File: src/hw/rtl/frc_pkg.sv
// ----------------------------------------------------------------------------
// frc_pkg: shared types and constants of the furnace relay controller
// Holds the item kinds, the register map, the configuration record and the
// controller flag record that travel between the modules of the block.
// ----------------------------------------------------------------------------
package frc_pkg;

    // Fixed widths of the configuration registers.
    localparam int LIM_W  = 12;
    localparam int HOLD_W = 26;

    // APB register map: register index is paddr[4:2].
    localparam int ADDR_W = 5;
    localparam int IDX_W  = 3;
    localparam int DATA_W = 32;

    localparam logic [IDX_W-1:0] REG_HIGH_HIGH = 3'd0;
    localparam logic [IDX_W-1:0] REG_HIGH      = 3'd1;
    localparam logic [IDX_W-1:0] REG_LOW       = 3'd2;
    localparam logic [IDX_W-1:0] REG_LOW_LOW   = 3'd3;
    localparam logic [IDX_W-1:0] REG_DOOR_HOLD = 3'd4;
    localparam logic [IDX_W-1:0] REG_HEAT_TMO  = 3'd5;

    // Reset values of the registers.
    localparam logic [LIM_W-1:0]  RST_HIGH_HIGH = 12'd1400;
    localparam logic [LIM_W-1:0]  RST_HIGH      = 12'd1200;
    localparam logic [LIM_W-1:0]  RST_LOW       = 12'd400;
    localparam logic [LIM_W-1:0]  RST_LOW_LOW   = 12'd200;
    localparam logic [HOLD_W-1:0] RST_DOOR_HOLD = 26'd3000;
    localparam logic [HOLD_W-1:0] RST_HEAT_TMO  = 26'd1800000;

    // Item kinds carried in the input tuser.
    typedef enum logic [1:0] {
        OP_TICK = 2'd0,
        OP_DOOR = 2'd1,
        OP_TEMP = 2'd2
    } t_op;

    typedef struct packed {
        logic [LIM_W-1:0]  high_high_limit;
        logic [LIM_W-1:0]  high_limit;
        logic [LIM_W-1:0]  low_limit;
        logic [LIM_W-1:0]  low_low_limit;
        logic [HOLD_W-1:0] door_hold_ms;
        logic [HOLD_W-1:0] heat_timeout_ms;
    } t_cfg;

    typedef struct packed {
        logic trip;
        logic startup;
        logic by_switch;
        logic heat;
        logic ember;
        logic request;
        logic tracking;
    } t_flags;

endpackage

File: src/hw/rtl/frc_cfg_regs.sv
// ----------------------------------------------------------------------------
// frc_cfg_regs: APB configuration registers
// Holds the four temperature limits and the two time limits, with reads.
// ----------------------------------------------------------------------------
module frc_cfg_regs (
    input  logic                         i_clk,
    input  logic                         i_rst_n,
    input  logic                         i_psel,
    input  logic                         i_penable,
    input  logic                         i_pwrite,
    input  logic [frc_pkg::ADDR_W-1:0]   i_paddr,
    input  logic [frc_pkg::DATA_W-1:0]   i_pwdata,
    output logic [frc_pkg::DATA_W-1:0]   o_prdata,
    output frc_pkg::t_cfg                o_cfg
);
    import frc_pkg::*;

    t_cfg             r_cfg;
    logic             wr_en;
    logic [IDX_W-1:0] idx;

    assign idx   = i_paddr[ADDR_W-1:2];
    assign wr_en = i_psel && i_penable && i_pwrite;

    always_ff @(posedge i_clk) begin
        if (!i_rst_n) begin
            r_cfg.high_high_limit <= RST_HIGH_HIGH;
            r_cfg.high_limit      <= RST_HIGH;
            r_cfg.low_limit       <= RST_LOW;
            r_cfg.low_low_limit   <= RST_LOW_LOW;
            r_cfg.door_hold_ms    <= RST_DOOR_HOLD;
            r_cfg.heat_timeout_ms <= RST_HEAT_TMO;
        end else if (wr_en) begin
            case (idx)
                REG_HIGH_HIGH: r_cfg.high_high_limit <= i_pwdata[LIM_W-1:0];
                REG_HIGH:      r_cfg.high_limit      <= i_pwdata[LIM_W-1:0];
                REG_LOW:       r_cfg.low_limit       <= i_pwdata[LIM_W-1:0];
                REG_LOW_LOW:   r_cfg.low_low_limit   <= i_pwdata[LIM_W-1:0];
                REG_DOOR_HOLD: r_cfg.door_hold_ms    <= i_pwdata[HOLD_W-1:0];
                REG_HEAT_TMO:  r_cfg.heat_timeout_ms <= i_pwdata[HOLD_W-1:0];
                default: ;
            endcase
        end
    end

    always_comb begin
        case (idx)
            REG_HIGH_HIGH: o_prdata = DATA_W'(r_cfg.high_high_limit);
            REG_HIGH:      o_prdata = DATA_W'(r_cfg.high_limit);
            REG_LOW:       o_prdata = DATA_W'(r_cfg.low_limit);
            REG_LOW_LOW:   o_prdata = DATA_W'(r_cfg.low_low_limit);
            REG_DOOR_HOLD: o_prdata = DATA_W'(r_cfg.door_hold_ms);
            REG_HEAT_TMO:  o_prdata = DATA_W'(r_cfg.heat_timeout_ms);
            default:       o_prdata = '0;
        endcase
    end

    assign o_cfg = r_cfg;

endmodule

File: src/hw/rtl/frc_step.sv
// ----------------------------------------------------------------------------
// frc_step: next-state logic for one item
// Advances the timers, qualifies door presses and runs the temperature
// priority chain, giving the controller state after the item.
// ----------------------------------------------------------------------------
module frc_step #(
    parameter int TIMER_BITS = 26,
    parameter int TEMP_BITS  = 13
) (
    input  frc_pkg::t_op                   i_op,
    input  logic                           i_door,
    input  logic signed [TEMP_BITS-1:0]    i_temp,
    input  frc_pkg::t_cfg                  i_cfg,
    input  frc_pkg::t_flags                i_flags,
    input  logic [TIMER_BITS-1:0]          i_press_timer,
    input  logic [TIMER_BITS-1:0]          i_heat_timer,
    output frc_pkg::t_flags                o_flags,
    output logic [TIMER_BITS-1:0]          o_press_timer,
    output logic [TIMER_BITS-1:0]          o_heat_timer,
    output logic                           o_report_valid
);
    import frc_pkg::*;

    // Comparison widths wide enough for both operands.
    localparam int TW    = (TIMER_BITS > HOLD_W) ? TIMER_BITS : HOLD_W;
    localparam int CMP_W = ((TEMP_BITS - 1) > LIM_W) ? (TEMP_BITS - 1) : LIM_W;

    logic [CMP_W-1:0] t;
    logic             temp_ok;
    logic             ge_hh, le_h, ge_h, lt_ll, ge_l, lt_h;
    logic             press_done, heat_expired;

    assign t       = CMP_W'(i_temp[TEMP_BITS-2:0]);
    assign temp_ok = !i_temp[TEMP_BITS-1];

    assign ge_hh = t >= CMP_W'(i_cfg.high_high_limit);
    assign le_h  = t <= CMP_W'(i_cfg.high_limit);
    assign ge_h  = t >= CMP_W'(i_cfg.high_limit);
    assign lt_h  = !ge_h;
    assign lt_ll = t <  CMP_W'(i_cfg.low_low_limit);
    assign ge_l  = t >= CMP_W'(i_cfg.low_limit);

    assign press_done   = TW'(i_press_timer) >= TW'(i_cfg.door_hold_ms);
    assign heat_expired = TW'(i_heat_timer) >= TW'(i_cfg.heat_timeout_ms);

    always_comb begin
        t_flags f;
        f              = i_flags;
        o_press_timer  = i_press_timer;
        o_heat_timer   = i_heat_timer;
        o_report_valid = 1'b0;
        case (i_op)
            OP_TICK: begin
                // Both timers saturate at all ones.
                if (i_flags.tracking && !(&i_press_timer)) begin
                    o_press_timer = i_press_timer + TIMER_BITS'(1);
                end
                if (!(&i_heat_timer)) begin
                    o_heat_timer = i_heat_timer + TIMER_BITS'(1);
                end
            end
            OP_DOOR: begin
                // Door samples are ignored while startup heating runs.
                if (!i_flags.startup) begin
                    if (!i_door) begin
                        f.tracking = 1'b0;
                    end else if (!i_flags.tracking) begin
                        f.tracking    = 1'b1;
                        o_press_timer = '0;
                    end else if (press_done) begin
                        f.request  = 1'b1;
                        f.tracking = 1'b0;
                    end
                end
            end
            OP_TEMP: begin
                if (temp_ok) begin
                    o_report_valid = 1'b1;
                    if (ge_hh) begin
                        f.trip      = 1'b1;
                        f.startup   = 1'b0;
                        f.by_switch = 1'b0;
                        f.ember     = 1'b0;
                        f.request   = 1'b0;
                    end else if (i_flags.trip && le_h) begin
                        f.trip = 1'b0;
                    end else if (i_flags.request && !i_flags.startup) begin
                        f.heat      = 1'b1;
                        f.startup   = 1'b1;
                        f.by_switch = 1'b1;
                        f.ember     = 1'b0;
                        f.request   = 1'b0;
                    end else if (i_flags.startup && ge_h) begin
                        f.heat      = 1'b0;
                        f.startup   = 1'b0;
                        f.by_switch = 1'b0;
                        f.request   = 1'b0;
                    end else if (lt_ll && !i_flags.heat && !i_flags.startup &&
                                 !i_flags.ember) begin
                        f.heat       = 1'b1;
                        o_heat_timer = '0;
                    end else if (i_flags.heat && !i_flags.by_switch && heat_expired &&
                                 lt_ll) begin
                        f.heat  = 1'b0;
                        f.ember = 1'b1;
                    end else if (i_flags.heat && !i_flags.startup && ge_l && lt_h) begin
                        f.heat  = 1'b0;
                        f.ember = 1'b0;
                    end
                end
            end
            default: ;
        endcase
        o_flags = f;
    end

endmodule

File: src/hw/rtl/furnace_relay_controller_core.sv
// ----------------------------------------------------------------------------
// furnace_relay_controller_core: furnace trip and forced-heat relay control
// Streams ticks, door samples and temperature samples in, one relay status
// transaction out per input transaction, with an APB register port.
// ----------------------------------------------------------------------------
// The block takes one input transaction per clock cycle when the output side
// does not hold it back, and returns exactly one output transaction for each,
// in order. An input transaction is held in an input register; when it
// advances, the next-state logic updates the controller flags and timers and
// loads the result register. The only thing that slows the input side is
// backpressure from the output side: a result waiting in the result register
// does not stop the input register from filling, and the input stage advances
// whenever the result register is empty or being drained. The input tuser
// carries the item kind (tick, door sample, temperature sample); the output
// tuser is set for a temperature sample with a valid (non-negative) reading.
// The user must write the registers only while no transaction is in flight;
// the block itself does not enforce this.
module furnace_relay_controller_core #(
    parameter int TIMER_BITS = 26,
    parameter int TEMP_BITS  = 13
) (
    input  logic                            i_clk,
    input  logic                            i_rst_n,
    // Input stream.
    input  logic                            i_s_axis_tvalid,
    output logic                            o_s_axis_tready,
    // tdata, from bit 0: door_level (1), temp_quarters (TEMP_BITS), zero fill.
    input  logic [((TEMP_BITS+8)/8)*8-1:0]  i_s_axis_tdata,
    // tuser: op (2).
    input  logic [1:0]                      i_s_axis_tuser,
    // Output stream.
    output logic                            o_m_axis_tvalid,
    input  logic                            i_m_axis_tready,
    // tdata, from bit 0: trip_relay, heat_relay, startup_on, ember_on,
    // start_pending, three zero bits.
    output logic [7:0]                      o_m_axis_tdata,
    // tuser: report_valid (1).
    output logic                            o_m_axis_tuser,
    // APB register port.
    input  logic                            psel,
    input  logic                            penable,
    input  logic                            pwrite,
    input  logic [frc_pkg::ADDR_W-1:0]      paddr,
    input  logic [frc_pkg::DATA_W-1:0]      pwdata,
    output logic [frc_pkg::DATA_W-1:0]      prdata,
    output logic                            pready
);
    import frc_pkg::*;

    t_cfg cfg;

    // Input register.
    logic                        r_in_valid;
    t_op                         r_in_op;
    logic                        r_in_door;
    logic signed [TEMP_BITS-1:0] r_in_temp;

    // Controller state.
    t_flags                r_flags, n_flags;
    logic [TIMER_BITS-1:0] r_press_timer, n_press_timer;
    logic [TIMER_BITS-1:0] r_heat_timer, n_heat_timer;
    logic                  n_report_valid;

    // Result register.
    logic       r_out_valid;
    logic [4:0] r_out_status;
    logic       r_out_report;

    logic s_accept;
    logic advance;

    // The input stage moves on whenever the result register can take a result.
    assign advance         = r_in_valid && (!r_out_valid || i_m_axis_tready);
    assign o_s_axis_tready = !r_in_valid || advance;
    assign s_accept        = i_s_axis_tvalid && o_s_axis_tready;

    assign pready = 1'b1;

    frc_cfg_regs u_cfg (
        .i_clk     (i_clk),
        .i_rst_n   (i_rst_n),
        .i_psel    (psel),
        .i_penable (penable),
        .i_pwrite  (pwrite),
        .i_paddr   (paddr),
        .i_pwdata  (pwdata),
        .o_prdata  (prdata),
        .o_cfg     (cfg)
    );

    frc_step #(
        .TIMER_BITS (TIMER_BITS),
        .TEMP_BITS  (TEMP_BITS)
    ) u_step (
        .i_op           (r_in_op),
        .i_door         (r_in_door),
        .i_temp         (r_in_temp),
        .i_cfg          (cfg),
        .i_flags        (r_flags),
        .i_press_timer  (r_press_timer),
        .i_heat_timer   (r_heat_timer),
        .o_flags        (n_flags),
        .o_press_timer  (n_press_timer),
        .o_heat_timer   (n_heat_timer),
        .o_report_valid (n_report_valid)
    );

    // Input register: payload needs no reset.
    always_ff @(posedge i_clk) begin
        if (!i_rst_n) begin
            r_in_valid <= 1'b0;
        end else if (s_accept) begin
            r_in_valid <= 1'b1;
        end else if (advance) begin
            r_in_valid <= 1'b0;
        end
    end

    always_ff @(posedge i_clk) begin
        if (s_accept) begin
            r_in_op   <= t_op'(i_s_axis_tuser);
            r_in_door <= i_s_axis_tdata[0];
            r_in_temp <= i_s_axis_tdata[TEMP_BITS:1];
        end
    end

    // State update and result register load happen together, so each item
    // sees the state left by the item before it.
    always_ff @(posedge i_clk) begin
        if (!i_rst_n) begin
            r_flags       <= '0;
            r_press_timer <= '0;
            r_heat_timer  <= '0;
        end else if (advance) begin
            r_flags       <= n_flags;
            r_press_timer <= n_press_timer;
            r_heat_timer  <= n_heat_timer;
        end
    end

    always_ff @(posedge i_clk) begin
        if (!i_rst_n) begin
            r_out_valid <= 1'b0;
        end else if (advance) begin
            r_out_valid <= 1'b1;
        end else if (i_m_axis_tready) begin
            r_out_valid <= 1'b0;
        end
    end

    always_ff @(posedge i_clk) begin
        if (advance) begin
            r_out_status <= {n_flags.request, n_flags.ember, n_flags.startup,
                             n_flags.heat, n_flags.trip};
            r_out_report <= n_report_valid;
        end
    end

    assign o_m_axis_tvalid = r_out_valid;
    assign o_m_axis_tdata  = {3'b000, r_out_status};
    assign o_m_axis_tuser  = r_out_report;

endmodule

File: config.mk
export PLATFORM = sky130hd
export DESIGN_NAME = furnace_relay_controller_core
export DESIGN_NICKNAME = d
export VERILOG_FILES = /design/src/hw/rtl/frc_pkg.sv /design/src/hw/rtl/frc_cfg_regs.sv /design/src/hw/rtl/frc_step.sv /design/src/hw/rtl/furnace_relay_controller_core.sv
export SDC_FILE = /design/constraint.sdc
export NUM_CORES = 1
export LEC_CHECK = 0
export BUFFER_PORTS_ARGS = -buffer_cell sky130_fd_sc_hd__buf_2
export CORE_UTILIZATION = 25
export DETAILED_ROUTE_END_ITERATION = 16
export PLACE_DENSITY = 0.47
export REMOVE_ABC_BUFFERS = 1
export SKIP_LAST_GASP = 1
export SLEW_MARGIN = 20
export SYNTH_ARGS = -nofsm -noshare
export SYNTH_HDL_FRONTEND = slang
export SYNTH_SLANG_ARGS = --single-unit
export TNS_END_PERCENT = 20
File: constraint.sdc
create_clock -name i_clk -period 3 [get_ports i_clk]
set_clock_uncertainty 0.1 [all_clocks]
set_input_delay 0.6 -clock i_clk [delete_from_list [all_inputs] [get_ports i_clk]]
set_output_delay 0.6 -clock i_clk [all_outputs]
set_load 0.005 [all_outputs]
==> flow_summary_export.csv, run 1 <==
group,metric,value,unit
clock_tree,cts.sinks,183,
floorplanning,floorplan.initialDensity,0.254,
synthesis,synth_area,11000,um^2
setup_path,critPathMaxFanout,6,
floorplanning,die_height,211,um
setup_path,crit_path_start_kind,"flop",
layout,drive_above_1_share,0.207,
routing,drt_wl_total,36.5,mm
sta,tns,-2920,ps
setup_path,critPathKind,"reg -> reg",
sta,timing.fmax,0.317,GHz
setup_path,cp.required,3290,ps
layout,nets,1660,
clock_tree,clk_latency,450,ps
floorplanning,core.rowCount,76,
run_status,status,"complete, but fails checks",
clock_tree,clk_path_buf_depth,2,
power,clockPowerShare,0.424,
place,io_buffers,85,
layout,final_area,14000,um^2
setup_path,worstSetupEndpointType,"flop",
floorplanning,coreArea,43200,um^2
run_status,violations,"setup timing",
routing,avgViaCountPerCell,4.85,
floorplanning,ios,106,
sta,setup_viol,29,
synthesis,synth_area_per_cell,8.24,um^2
routing,ant_nets,0,
synthesis,yosys_register_bits,183,
setup_path,path_buf_inv,3,
synthesis,synth_edf_count,22,
sta,rsz0062_at_grt,"true",
routing,wire_per_inst,17.4,um
synthesis,synth_warnings,0,
synthesis,synth_xor_xnor_area_share,0.0176,
sta,fin_ws,-157,ps
place,gp_congestion,0.892,
synthesis,synth_simple_gate_area_frac,0.206,
sta,period_minus_slack,3160,ps
synthesis,synthMuxAreaShare,0.0185,
power,power_frac_seq,0.464,
setup_path,cp_slowest_cell,"or4_1",
power,pwr_density_cell,389,nW/um^2
setup_path,arrival,3440,ps
setup_path,cp_common_cell,"buf_6",
sta,drv_slew,0,
synthesis,synth_top_area_frac,0.294,
power,swShare,0.263,
layout,diodes,0,
synthesis,synth.distinct_cells,73,
synthesis,synth_area_leaders,"dfxtp_1 29%, ha_1 12%, nand2_1 8.2%",
synthesis,synth-compound-area-share,0.213,
synthesis,synth_most_common_cell,"nand2_1",
synthesis,ys_async_sr_fraction,0,
global_route,grt_pass1_vias,9945,
clock_tree,cts_buffers,17,
min_path,hp-class,"in -> reg",
sta,finalHoldViolCount,0,
place,place_area,12600,um^2
global_route,grt_max_degree,50,
power,intPower,4.02,mW
clock_tree,cts-htree-levels,4,
synthesis,netlist_instances,1331,
power,p_leak,5.46,nW
sta,max_slew.worst_pin.slew,1120,ps
floorplanning,die_w,211,um
sta,fin_crit_sh,1.05,
routing,drtIter0Drc,596,
flow_run,max-cap-violations,0,
floorplanning,die_area,44700,um^2
synthesis,synth_top_family_by_area,"compound AO/OA/AOI/OAI gates",
synthesis,synth_ff_type,"dfxtp_1",
clock_tree,cts_tree,"done",
synthesis,synthTopCellsByCount,"239 x nand2_1, 161 x dfxtp_1, 112 x inv_1",
clock_tree,cts_root_buf,"clkbuf_16",
routing,drcViolationCount,0,
global_route,grt_first_pass_wirelength,56.3,mm
synthesis,yosys.area.top_type,"dfxtp_1",
global_route,grt.total_usage,0.166,
power,power,5.45,mW
power,peakVddDrop,315,uV
global_route,gr-total-overflow,0,
routing,vias,10200,
sta,relSlewSlack,0.248,
power,p_switching,1.43,mW
synthesis,synth_adder_area_share,0.119,
synthesis,ys_seq_area_frac,0.354,
setup_path,critPathMaxStageDelay,480,ps
routing,drt-pass1-iter-count,7,
setup_path,cp_top_family,"simple AND/OR/NAND/NOR gates",
place,dpl.hpwl,26.2,mm
setup_path,path_cells,"buf_6 > buf_6 > ha_4 > nand4_1 > nor2_2 > a221oi_4 > a31o_4 > o31a_4 > clkbuf_16 > or4_1 > a21oi_1",
global_route,antenna_found_initial,0,
clock_tree,clkSlewWorstSetupHoldPaths,80,ps
layout,area_growth,27.9,%
power,pwr-share-comb,0.112,
-- layout make-up --
class,count,area (um^2)
clock buffers,18,429
clock inverters,14,148
fillers,4603,29100
inverters,112,420
multi-input cells,968,6730
flip-flops and latches,183,3880
well taps,585,732
repair buffers,212,1680
-- path summary, 6_finish.rpt --
| path | from | to | slack (ps) | depth (start not counted) |
|---|---|---|---|---|
| worst min-delay path | i_s_axis_tdata[1] | r_in_temp[0] | 210 | 1 |
| worst min register to register | u_cfg.o_cfg[84] | u_cfg.o_cfg[84] | 360 | 2 |
| worst max-delay path | r_in_temp[7] | r_heat_timer[11] | -160 | 11 |
| worst max register to register | r_in_temp[7] | r_heat_timer[11] | -160 | 11 |
-- worst reg2reg max path, delay by kind of cell, from the launching register on --
kind	cells	cell delay (ps)
simple gates	3	940
compound gates	4	910
buf+inv	3	460
flops	1	420
fa+ha+maj	1	260
-- logic make-up after synthesis --
family	count (synthesis)
simple gates	482
compound gates	331
buf+inv	188
flops	183
fa+ha+maj	104
xor+xnor	22
mux	19
other cells	2
-- registers in the layout, indices dropped and copies added, names as in the netlist --
name / count
o_m_axis_tuser: 1
o_m_axis_tvalid: 1
r_flags: 7
r_heat_timer: 26
r_in_door: 1
r_in_op: 2
r_in_temp: 13
r_in_valid: 1
r_out_status: 5
r_press_timer: 26
u_cfg.o_cfg: 100
-- routing by layer --
layer	routed length, um	vias up	track usage
li1	-	5059	-
met5	0	-	0
met2	17800	200	0.280
met4	998	0	0.0675
met3	1100	53	0.0228
met1	16600	4839	0.211
-- power by group through the flow --
stage	registers (mW)	clock network (mW)	logic (mW)
2_1_floorplan	2.58	0	0.215
3_3_place_gp	2.59	0	0.507
3_5_place_dp	2.59	0	0.511
4_1_cts	2.53	2.37	0.606
5_1_grt	2.53	2.46	0.665
6_report	2.53	2.31	0.612
-- per-stage QoR --
stage                     worst slack, ps  hold slack (ps)  instances   util
after floorplan                      -481              343       1263      -
after global placement               -775              352       2034  0.292
after detailed placement             -781              357       2034  0.292
after CTS                           -48.4              194       2091  0.321
after global routing                 -227              197       2092  0.325
final                                -157              213       2092  0.325
-- cell usage in the layout, fill, tap and decap left out, drive strengths merged, types with 5 or more instances in the layout --
cell,instances
nor2,69
inv,117
a21o,8
dfxtp,161
nor3,22
or3,12
xnor2,11
ha,104
o211ai,44
a21boi,71
clkbuf,19
o21a,5
o31ai,29
a22oi,19
nand4,25
a21oi,59
o41ai,5
conb,10
o2111ai,6
and2,11
or4,26
nor2b,10
and4,7
o221ai,9
nand2,239
nand3,26
clkinv,6
and3,12
nor4,5
mux2i,18
nand2b,10
edfxtp,22
buf,208
xor2,11
a31oi,9
o21ai,38
-- what timing repair did --
action / CTS / global route
hold buffers: 0 / 0
setup endpoints to repair: 32 / 33
gates resized for setup: 53 / 28
cloned: 9 / 1
buffers inserted: 18 / 1
pin swaps: 41 / 12
No activity file was read; power rests on OpenSTA's default activity.
==> run 2: changes to the inputs <==
PLACE_DENSITY = 0.45   (was 0.47)
TNS_END_PERCENT = 10   (was 20)
clock period = 3.4 ns   (was 3 ns; I/O delays follow)
==> run 2 against run 1 <==
Against the previous run: global-route usage is 0.93 points lower; the flow now finishes without violations; wire length down 6.5%; combinational power decreased by 33%; largest cell class unchanged; sequential share of layout area is 2.8 points higher; clock-buffer cell count grew 2; maximum frequency down 1.5%; die area did not move.
==> flow_summary_export.csv, run 2 (synthesis gave the netlist of run 1 again) <==
group,metric,value,unit
global_route,antenna_found_initial,0,
setup_path,r2r_cells,8,
routing,drcViolationCount,0,
global_route,gr-total-overflow,0,
layout,nets,1574,
global_route,grt_first_pass_wirelength,53.5,mm
layout,drive_above_1_share,0.120,
place,dp.cells,1974,
sta,finalHoldViolCount,0,
setup_path,arrival,3400,ps
floorplanning,die_w,211,um
place,gp_congestion,0.837,
setup_path,critPathMaxFanout,4,
setup_path,path_cells,"ha_1 > and3_1 > a221o_1 > a221oi_2 > nand3_1 > o22a_1 > or3b_1 > a31oi_1",
sta,fin_ws,195,ps
routing,drt_wl_total,34.1,mm
sta,period_minus_slack,3200,ps
clock_tree,cts-htree-levels,4,
layout,final_common_cell,"nand2_1",
sta,drv_slew,0,
place,dpl.hpwl,25.9,mm
setup_path,rr_startpoint,"r_in_temp[3]",
setup_path,cp.required,3600,ps
layout,largest_register_ffs,100,
min_path,hp-class,"in -> reg",
layout,diodes,0,
setup_path,critPathKind,"reg -> reg",
sta,fin_crit_sh,0.943,
place,place_ws,257,ps
clock_tree,cts_root_buf,"clkbuf_16",
flow_run,max-cap-violations,0,
floorplanning,floorplan.initialDensity,0.254,
floorplanning,die_height,211,um
floorplanning,die_area,44700,um^2
routing,drtIter0Drc,626,
layout,final_cell_mix,"239 x nand2_1, 161 x dfxtp_1, 112 x inv_1",
power,pwr_density_cell,368,nW/um^2
clock_tree,postCtsSetupBuffers,0,
power,peakVddDrop,234,uV
layout,fill_cells,4654,
routing,drt-pass1-iter-count,4,
min_path,hold_path_depth,1,
place,io_buffers,85,
clock_tree,ctsResizeCount,0,
floorplanning,ios,106,
setup_path,rr_endpoint,"r_out_status[3]",
sta,timing.fmax,0.312,GHz
routing,ant_nets,0,
floorplanning,coreArea,43200,um^2
sta,setup_viol,0,
setup_path,crit_path_start_kind,"flop",
min_path,holdPathEnd,"r_in_temp[1]",
global_route,grt.total_usage,0.156,
global_route,grt_max_degree,71,
layout,area_growth,16.3,%
clock_tree,cts.sinks,183,
clock_tree,cts_hold_buf,0,
routing,avgViaCountPerCell,4.83,
clock_tree,clk_path_buf_depth,2,
setup_path,worstSetupEndpointType,"flop",
sta,max_slew.worst_pin.slew,772,ps
clock_tree,cts_tree,"done",
routing,wire_per_inst,17.0,um
run_status,status,"complete, no violations",
min_path,hold_start,"i_s_axis_tdata[2]",
clock_tree,clk_latency,460,ps
clock_tree,clkSlewWorstSetupHoldPaths,80,ps
clock_tree,cts_buffers,17,
sta,relSlewSlack,0.484,
sta,rsz0062_at_grt,"false",
setup_path,cp_slowest_cell,"edfxtp_1",
setup_path,critPathMaxStageDelay,500,ps
setup_path,r2r_setup_slack,200,ps
routing,vias,9686,
layout,finalNonFillerCells,2006,
global_route,grt_pass1_vias,9301,
floorplanning,core.rowCount,76,
power,p_leak,4.86,nW
-- run 2: cell types whose count changed in the layout (fill, tap and decap cells not counted), moves of 3 or more --
cell | before | now
a21oi_2 | 12 | 0
o31ai_4 | 6 | 0
buf_6 | 7 | 0
o31ai_2 | 5 | 0
bufbuf_16 | 3 | 0
ha_4 | 7 | 0
ha_1 | 96 | 104
or4_1 | 20 | 26
a21oi_1 | 47 | 59
buf_4 | 106 | 38
o31ai_1 | 18 | 29
or4_4 | 6 | 0
buf_16 | 5 | 0
-- run 2: worst max path at each step --
stage,from,end,slack (ps),cells past startpoint
2_1_floorplan,r_in_temp[10],r_heat_timer[10],-80,8
3_3_place_gp,r_in_temp[3],r_out_status[3],230,8
3_5_place_dp,r_in_temp[10],r_heat_timer[17],260,9
4_1_cts,r_in_temp[3],r_out_status[3],220,8
5_1_grt,r_in_temp[3],r_out_status[3],30,8
6_report,r_in_temp[3],r_out_status[3],200,8
-- run 2: final cells by class --
type / instances / area, um^2 / area share
multi-input combinational: 968 / 6340 / 0.497
tap: 585 / 732 / 0.0574
inverter: 112 / 420 / 0.0330
clock buffer: 20 / 479 / 0.0376
sequential: 183 / 3880 / 0.305
clock inverter: 12 / 113 / 0.00883
timing repair buffer: 126 / 786 / 0.0616
-- run 2: report_power, final --
part	internal (mW)	switching (mW)	leakage, nW	total (mW)
Combinational	0.155	0.256	3.06	0.411
Sequential	2.21	0.0239	1.51	2.24
Clock	1.11	0.940	0.288	2.05
-- run 2: critical path, delay by kind of cell (launching register included) --
| kind | cells | cell delay, ps |
|---|---|---|
| AOI/OAI and AO/OA | 4 | 1290 |
| and+or+nand+nor | 3 | 810 |
| DFF | 1 | 500 |
| adders and majority gates | 1 | 350 |
-- run 2: layer usage --
layer	GRT usage	part of all wire	vias up
li1	-	-	4885
met1	0.214	0.49	4634
met2	0.255	0.47	136
met3	0.0193	0.026	31
met4	0.0497	0.017	0
met5	0	0	-
-- run 2: per-stage QoR --
step           hold slack (ps)   util  setup TNS [ps]  power (mW)  area (um^2)
3_5_place_dp               358  0.282               0        2.70        12200
3_3_place_gp               351  0.282               0        2.70        12200
4_1_cts                    268  0.295               0        4.77        12800
2_1_floorplan              343      -           -1950        2.47        10600
5_1_grt                    268  0.295               0        4.90        12800
6_report                   291  0.295               0        4.69        12800
